<file path="config.mk">
export PLATFORM = sky130hd
export DESIGN_NAME = csv_record_tokenizer
export DESIGN_NICKNAME = d
export VERILOG_FILES = /design/src/rtl/csvtok_pkg.sv /design/src/rtl/csvtok_decode.sv /design/src/rtl/csv_record_tokenizer.sv
export SDC_FILE = /design/constraint.sdc
export NUM_CORES = 1
export LEC_CHECK = 0
export ABC_AREA = 1
export BUFFER_PORTS_ARGS = -buffer_cell sky130_fd_sc_hd__buf_2
export CAP_MARGIN = 20
export CORE_AREA = 2 2 51 100
export CTS_CLUSTER_DIAMETER = 100
export CTS_CLUSTER_SIZE = 40
export DETAILED_ROUTE_END_ITERATION = 8
export DIE_AREA = 0 0 53 102
export GPL_TIMING_DRIVEN = 0
export PLACE_DENSITY = 0.71
export SLEW_MARGIN = 20
export SYNTH_ARGS = -nofsm -noshare
export SYNTH_HDL_FRONTEND = slang
export SYNTH_SLANG_ARGS = --single-unit
</file>
<file path="constraint.sdc">
create_clock -name clock -period 2 [get_ports clock]
set_clock_uncertainty 0.15 [all_clocks]
set_input_delay 0.4 -clock clock [delete_from_list [all_inputs] [get_ports clock]]
set_output_delay 0.4 -clock clock [all_outputs]
set_load 0.05 [all_outputs]
</file>
<file path="src/rtl/csvtok_pkg.sv">
// Shared types and constants for the CSV record tokenizer.
// No dependencies; imported by every tokenizer module.
`timescale 1ns / 1ps

package csvtok_pkg;

   // Special characters of the text format.
   localparam logic [7:0] CH_QUOTE = 8'h22;
   localparam logic [7:0] CH_LF    = 8'h0A;
   localparam logic [7:0] CH_CR    = 8'h0D;
   localparam logic [7:0] CH_NUL   = 8'h00;

   // Delimiter after reset is a comma.
   localparam logic [7:0] DELIM_RESET = 8'd44;

   // Event codes reported with each result.
   localparam logic [2:0] EV_SWALLOW    = 3'd0;
   localparam logic [2:0] EV_DATA       = 3'd1;
   localparam logic [2:0] EV_FIELD_END  = 3'd2;
   localparam logic [2:0] EV_RECORD_END = 3'd3;
   localparam logic [2:0] EV_ERROR      = 3'd4;
   localparam logic [2:0] EV_NO_MORE    = 3'd5;

   // Error codes.
   localparam logic ERR_STRAY_CHAR   = 1'b0;
   localparam logic ERR_UNTERMINATED = 1'b1;

   // Parser states, one-hot.
   typedef enum logic [5:0] {
      ST_REC_START   = 6'b000001,
      ST_FIELD_START = 6'b000010,
      ST_UNQUOTED    = 6'b000100,
      ST_QUOTED      = 6'b001000,
      ST_QUOTE_PEND  = 6'b010000,
      ST_CR_PEND     = 6'b100000
   } parse_state_type;

   // One input request.
   typedef struct packed {
      logic [7:0] text_byte;
      logic       end_of_input;
   } req_type;

   // One result.
   typedef struct packed {
      logic [2:0] event_kind;
      logic [7:0] field_char;
      logic       error_kind;
   } rsp_type;

endpackage

</file>
<file path="src/rtl/csvtok_decode.sv">
// Next-state and event logic of the tokenizer for one request.
// Depends on csvtok_pkg; purely combinational.
`timescale 1ns / 1ps

module csvtok_decode (
   input  csvtok_pkg::parse_state_type state,
   input  csvtok_pkg::req_type         req,
   input  logic [7:0]                  delimiter,
   output csvtok_pkg::parse_state_type state_next,
   output csvtok_pkg::rsp_type         rsp
);
   import csvtok_pkg::*;

   logic use_unquoted;
   logic at_field_start;
   logic after_close;
   logic is_quote;

   assign is_quote = (req.text_byte == CH_QUOTE);

   always_comb begin
      state_next     = ST_REC_START;
      rsp            = '0;
      use_unquoted   = 1'b0;
      at_field_start = 1'b0;
      after_close    = 1'b0;

      if (req.end_of_input) begin
         // End of input closes the open record or reports the end of the stream.
         case (state)
            ST_QUOTED: begin
               rsp.event_kind = EV_ERROR;
               rsp.error_kind = ERR_UNTERMINATED;
            end
            ST_FIELD_START, ST_UNQUOTED, ST_QUOTE_PEND: begin
               rsp.event_kind = EV_RECORD_END;
            end
            default: begin
               rsp.event_kind = EV_NO_MORE;
            end
         endcase
      end else begin
         // States that look at quotes and line ends before the common path.
         case (state)
            ST_QUOTED: begin
               if (is_quote) begin
                  state_next     = ST_QUOTE_PEND;
                  rsp.event_kind = EV_SWALLOW;
               end else begin
                  state_next     = ST_QUOTED;
                  rsp.event_kind = EV_DATA;
                  rsp.field_char = req.text_byte;
               end
            end
            ST_QUOTE_PEND: begin
               if (is_quote) begin
                  state_next     = ST_QUOTED;
                  rsp.event_kind = EV_DATA;
                  rsp.field_char = CH_QUOTE;
               end else begin
                  use_unquoted = 1'b1;
                  after_close  = 1'b1;
               end
            end
            ST_CR_PEND: begin
               if (req.text_byte == CH_LF) begin
                  state_next     = ST_REC_START;
                  rsp.event_kind = EV_SWALLOW;
               end else begin
                  use_unquoted   = 1'b1;
                  at_field_start = 1'b1;
               end
            end
            ST_UNQUOTED: begin
               use_unquoted = 1'b1;
            end
            default: begin
               // Record start, field start and unused codes.
               use_unquoted   = 1'b1;
               at_field_start = 1'b1;
            end
         endcase

         // Handling of a byte outside quotes.
         if (use_unquoted) begin
            if (req.text_byte == delimiter) begin
               state_next     = ST_FIELD_START;
               rsp.event_kind = EV_FIELD_END;
            end else if (req.text_byte == CH_LF || req.text_byte == CH_CR) begin
               state_next     = (req.text_byte == CH_CR) ? ST_CR_PEND : ST_REC_START;
               rsp.event_kind = EV_RECORD_END;
            end else if (is_quote && at_field_start) begin
               state_next     = ST_QUOTED;
               rsp.event_kind = EV_SWALLOW;
            end else if (is_quote || after_close) begin
               state_next     = ST_REC_START;
               rsp.event_kind = EV_ERROR;
               rsp.error_kind = ERR_STRAY_CHAR;
            end else begin
               state_next     = ST_UNQUOTED;
               rsp.event_kind = EV_DATA;
               rsp.field_char = req.text_byte;
            end
         end
      end
   end

endmodule

</file>
<file path="src/rtl/csv_record_tokenizer.sv">
// Top level of the CSV record tokenizer: input register, parser, result register.
// Depends on csvtok_pkg and csvtok_decode.
//
//   Channel  Direction  Handshake                Payload
//   req      in         req_valid / req_stall    req_data (text_byte, end_of_input)
//   rsp      out        rsp_valid / rsp_stall    rsp_data (event_kind, field_char, error_kind)
//   csr      in         csr_write_enable         csr_write_data (delimiter)
//
// One request per cycle is taken while req_stall is low; each result is registered in the input
// register and then in the result register around the parser.
// Reset is synchronous and empties both registers; the delimiter returns to a comma.
// A stalled result holds; the input side stalls only while both registers are full.
`timescale 1ns / 1ps

module csv_record_tokenizer (
   input  logic                clock,
   input  logic                reset,
   input  logic                req_valid,
   output logic                req_stall,
   input  csvtok_pkg::req_type req_data,
   output logic                rsp_valid,
   input  logic                rsp_stall,
   output csvtok_pkg::rsp_type rsp_data,
   input  logic                csr_write_enable,
   input  logic [7:0]          csr_write_data
);
   import csvtok_pkg::*;

   logic            in_valid_ff, in_valid_in;
   req_type         in_data_ff;
   logic            out_valid_ff, out_valid_in;
   rsp_type         out_data_ff;
   parse_state_type state_ff, state_in;
   logic [7:0]      delimiter_ff, delimiter_in;
   rsp_type         step_rsp;
   logic            req_accept;
   logic            advance;
   logic            delim_legal;

   // Handshake control between the two registers.
   assign advance     = in_valid_ff && (!out_valid_ff || !rsp_stall);
   assign req_stall   = in_valid_ff && out_valid_ff && rsp_stall;
   assign req_accept  = req_valid && !req_stall;
   assign in_valid_in = req_accept ? 1'b1 : (advance ? 1'b0 : in_valid_ff);
   assign out_valid_in = advance ? 1'b1 : (out_valid_ff && rsp_stall);

   // Refused delimiter values leave the register unchanged.
   assign delim_legal = (csr_write_data != CH_NUL) && (csr_write_data != CH_QUOTE) &&
                        (csr_write_data != CH_CR) && (csr_write_data != CH_LF);
   assign delimiter_in = (csr_write_enable && delim_legal) ? csr_write_data : delimiter_ff;

   csvtok_decode u_decode (
      .state      (state_ff),
      .req        (in_data_ff),
      .delimiter  (delimiter_ff),
      .state_next (state_in),
      .rsp        (step_rsp)
   );

   // Control registers.
   always_ff @(posedge clock) begin
      if (reset) begin
         in_valid_ff  <= 1'b0;
         out_valid_ff <= 1'b0;
         state_ff     <= ST_REC_START;
         delimiter_ff <= DELIM_RESET;
      end else begin
         in_valid_ff  <= in_valid_in;
         out_valid_ff <= out_valid_in;
         delimiter_ff <= delimiter_in;
         if (advance) begin
            state_ff <= state_in;
         end
      end
   end

   // Payload registers.
   always_ff @(posedge clock) begin
      if (req_accept) begin
         in_data_ff <= req_data;
      end
      if (advance) begin
         out_data_ff <= step_rsp;
      end
   end

   assign rsp_valid = out_valid_ff;
   assign rsp_data  = out_data_ff;

endmodule

</file>
==> key figures <==
Yosys
  – Synth Register Bits: 37
  – Synth warnings: 0
  – Share of synthesized registers carrying an async set or reset: 0%
  – Cell count after synthesis: 259
  – Primary FF master, synth: edfxtp_1
  – Number of unique standard cell types used by synthesis: 26
  – Post-synth net total: 281
  – EDFF count, synth: 21
  – Seq/Total Area, Yosys: 47.7%
  – Syn avg cell area: 7.70 um2
  – Cell Area, Synth: about 2000 um2

STA
  – F_max: about 0.54 GHz
  – Worst hold slack: between 0.1 and 0.15 ns
  – Slew margin rel.: roughly three quarters
  – RSZ-0062 raised after global routing: false
  – Min Tclk post-route: roughly 1.8 ns
  – Slew Limit Fails: 0
  – Measured slew at the worst slew-check pin: approximately 0.37 ns
  – Setup Viol. Count Final: 0
  – Hold Fails Final Rpt: 0
  – Fin crit share: 92.4%

Floorplan
  – Core area: approximately 4600 um2
  – Die Wd: roughly 53 um
  – Die area: about 5400 um2
  – FP Rows: 35
  – Die Y: just over 100 um
  – Initial core utilization: 43.3%
  – I/O pins: 36

Clock tree
  – Clk slew on worst S/H paths: ~0.08 ns
  – Post-CTS Hold Buffers: 0
  – Clock tree buffer depth: 2
  – TritonCTS clock tree: built
  – Root buf cell: clkbuf_8
  – CTS H-tree depth: 2
  – Num CTS Buffers: 5
  – Skew-Pair Late Insertion Delay: ~0.28 ns
  – Clock sinks: 37

Status
  – Status: completed

Cells and area
  – # nets final: 324
  – Most frequent cells in the layout: nand2_1 (63), buf_2 (36), nor2_1 (35)
  – Most common cell after layout, fill and taps aside: nand2_1
  – Fin area: about 2400 um2
  – Syn-to-layout area delta: 19.1%
  – Layout cells sized above 1: roughly 25%
  – Number of diodes: 0
  – Final core utilization: 51.6%

Global route
  – Tot GR Track Use: 17.6%
  – Global-route congestion overflow total: 0
  – Vias in the first global route: 1671
  – Antenna violations before repair: 0
  – Largest net degree at the start of global routing: 16
  – First-pass GRT wire length: approximately 6900 um

Power
  – Max VDD drop: just over 0.5 mV
  – Total power divided by cell area: between 700 and 800 nW/um2
  – Leak pwr: around 1.1 nW

Detailed routing
  – Drt wl/cell: approximately 12 um
  – Final wirelength: around 4200 um
  – Drt first-iter violations: 39
  – WL met3: 113 um
  – Vias/cell: 4.95
  – TritonRoute pass-1 iters: 4
  – Final ANT Viol Nets: 0
  – Met2 routed WL: ~2500 um
  – DRC: 0
  – DR top layer: met4
  – Routed vias: approximately 1.8k
  – DRT met1 WL: ~1400 um

Job
  – Max-Cap Viols: 0

Worst setup path
  – Crit path max fanout: 6
  – Worst Path Class, Setup: reg2reg
  – Crit. End Element: flip-flop
  – Worst EP arrival: between 1.5 and 2 ns
  – WP data required: approximately 1.9 ns
  – Type of origin of the critical path: flip-flop

Place
  – DP HPWL: roughly 3400 um
  – GP Congestion: between 0.9 and 1
  – IO Port Bufs: 34
  – Placed cell area: ~2200 um2

Hold path
  – Hold WC Path Type: in2reg
[critical path, cell delays in order, from the launching register on]
cell	delay [ns]
edfxtp_1	0.51
inv_2	0.09
nand2_2	0.07
nor2_2	0.12
nand2_2	0.10
nand2_1	0.12
nand3_4	0.12
nand2_2	0.10
inv_1	0.06
nand2_1	0.08
a31oi_1	0.08
[cells by family after synthesis]
family / count (synthesis) / share of synthesized area, %
AO/OA/AOI/OAI: 34 / 9.35
XOR/XNOR: 6 / 2.64
buffers and inverters: 40 / 8.03
AND/OR/NAND/NOR: 142 / 32.3
flip-flops: 37 / 47.7
[final timing paths]
check	from	to	slack [ns]	cells after the start
worst max-delay path	in_data_ff[1]	rsp_data[9]	0.15	10
worst min-delay path	req_data[6]	in_data_ff[6]	0.14	1
worst max register to register	in_data_ff[1]	rsp_data[9]	0.15	10
worst min register to register	delimiter_ff[5]	delimiter_ff[5]	0.34	2
[layer usage]
metal,up-vias,track usage (%)
met2,41,34.9
met3,18,2.63
li1,914,-
met5,-,0
met4,0,12.2
met1,800,14.5
[area by class of cell]
class / instances / area (um2)
Timing Repair Buffer: 36 / 185
Fill cell: 449 / 2220
Inverter: 37 / 139
Multi-Input combinational cell: 182 / 897
Tap cell: 55 / 68.8
Clock buffer: 6 / 72.6
Sequential cell: 37 / 951
Clock inverter: 2 / 38.8
Buffer: 3 / 21.3
[cells in the mapped netlist, types with 2 or more instances]
cell type,count,share of area (%)
edfxtp_1,21,32
a21oi_1,17,4.3
nor2_2,10,3.1
xnor2_1,6,2.6
inv_2,6,1.1
inv_1,30,5.6
o21ai_0,10,2.5
a21oi_2,2,0.88
nand3_1,17,4.3
nand4_1,3,0.94
nor2_1,37,7.0
nand3_2,3,1.5
buf_2,2,0.50
nand2_1,63,12
nand2_2,6,1.9
dfxtp_1,16,16
[through the flow]
stage / TNS [ns] / total power [mW] / setup WS [ns] / instances
after floorplan: 0 / 1.04 / 0.00484 / 259
after global placement: -1.02 / 1.10 / -0.286 / 348
after detailed placement: -1.35 / 1.10 / -0.357 / 348
after CTS: 0 / 1.74 / 0.109 / 356
after global routing: 0 / 1.79 / 0.000236 / 358
final: 0 / 1.72 / 0.152 / 358
[where the power goes]
group          switching (mW)  internal (mW)  total, mW
Clock                   0.258          0.374      0.632
Sequential             0.0278          0.846      0.874
Combinational           0.143         0.0717      0.215
Total                   0.428           1.29       1.72
[repair_timing]
item | CTS | global route
pin swaps | 0 | 1
setup endpoints to repair | 4 | 3
endpoints found under the hold margin | 0 | 0
gates resized for setup | 1 | 0
cloned | 0 | 0
buffers inserted | 0 | 2
[flip-flops by register name, indices dropped and copies added (netlist names)]
name	flops
in_valid_ff	1
delimiter_ff	8
state_ff	6
in_data_ff	9
rsp_data	12
rsp_valid	1
(Power assumes the default switching activity.)
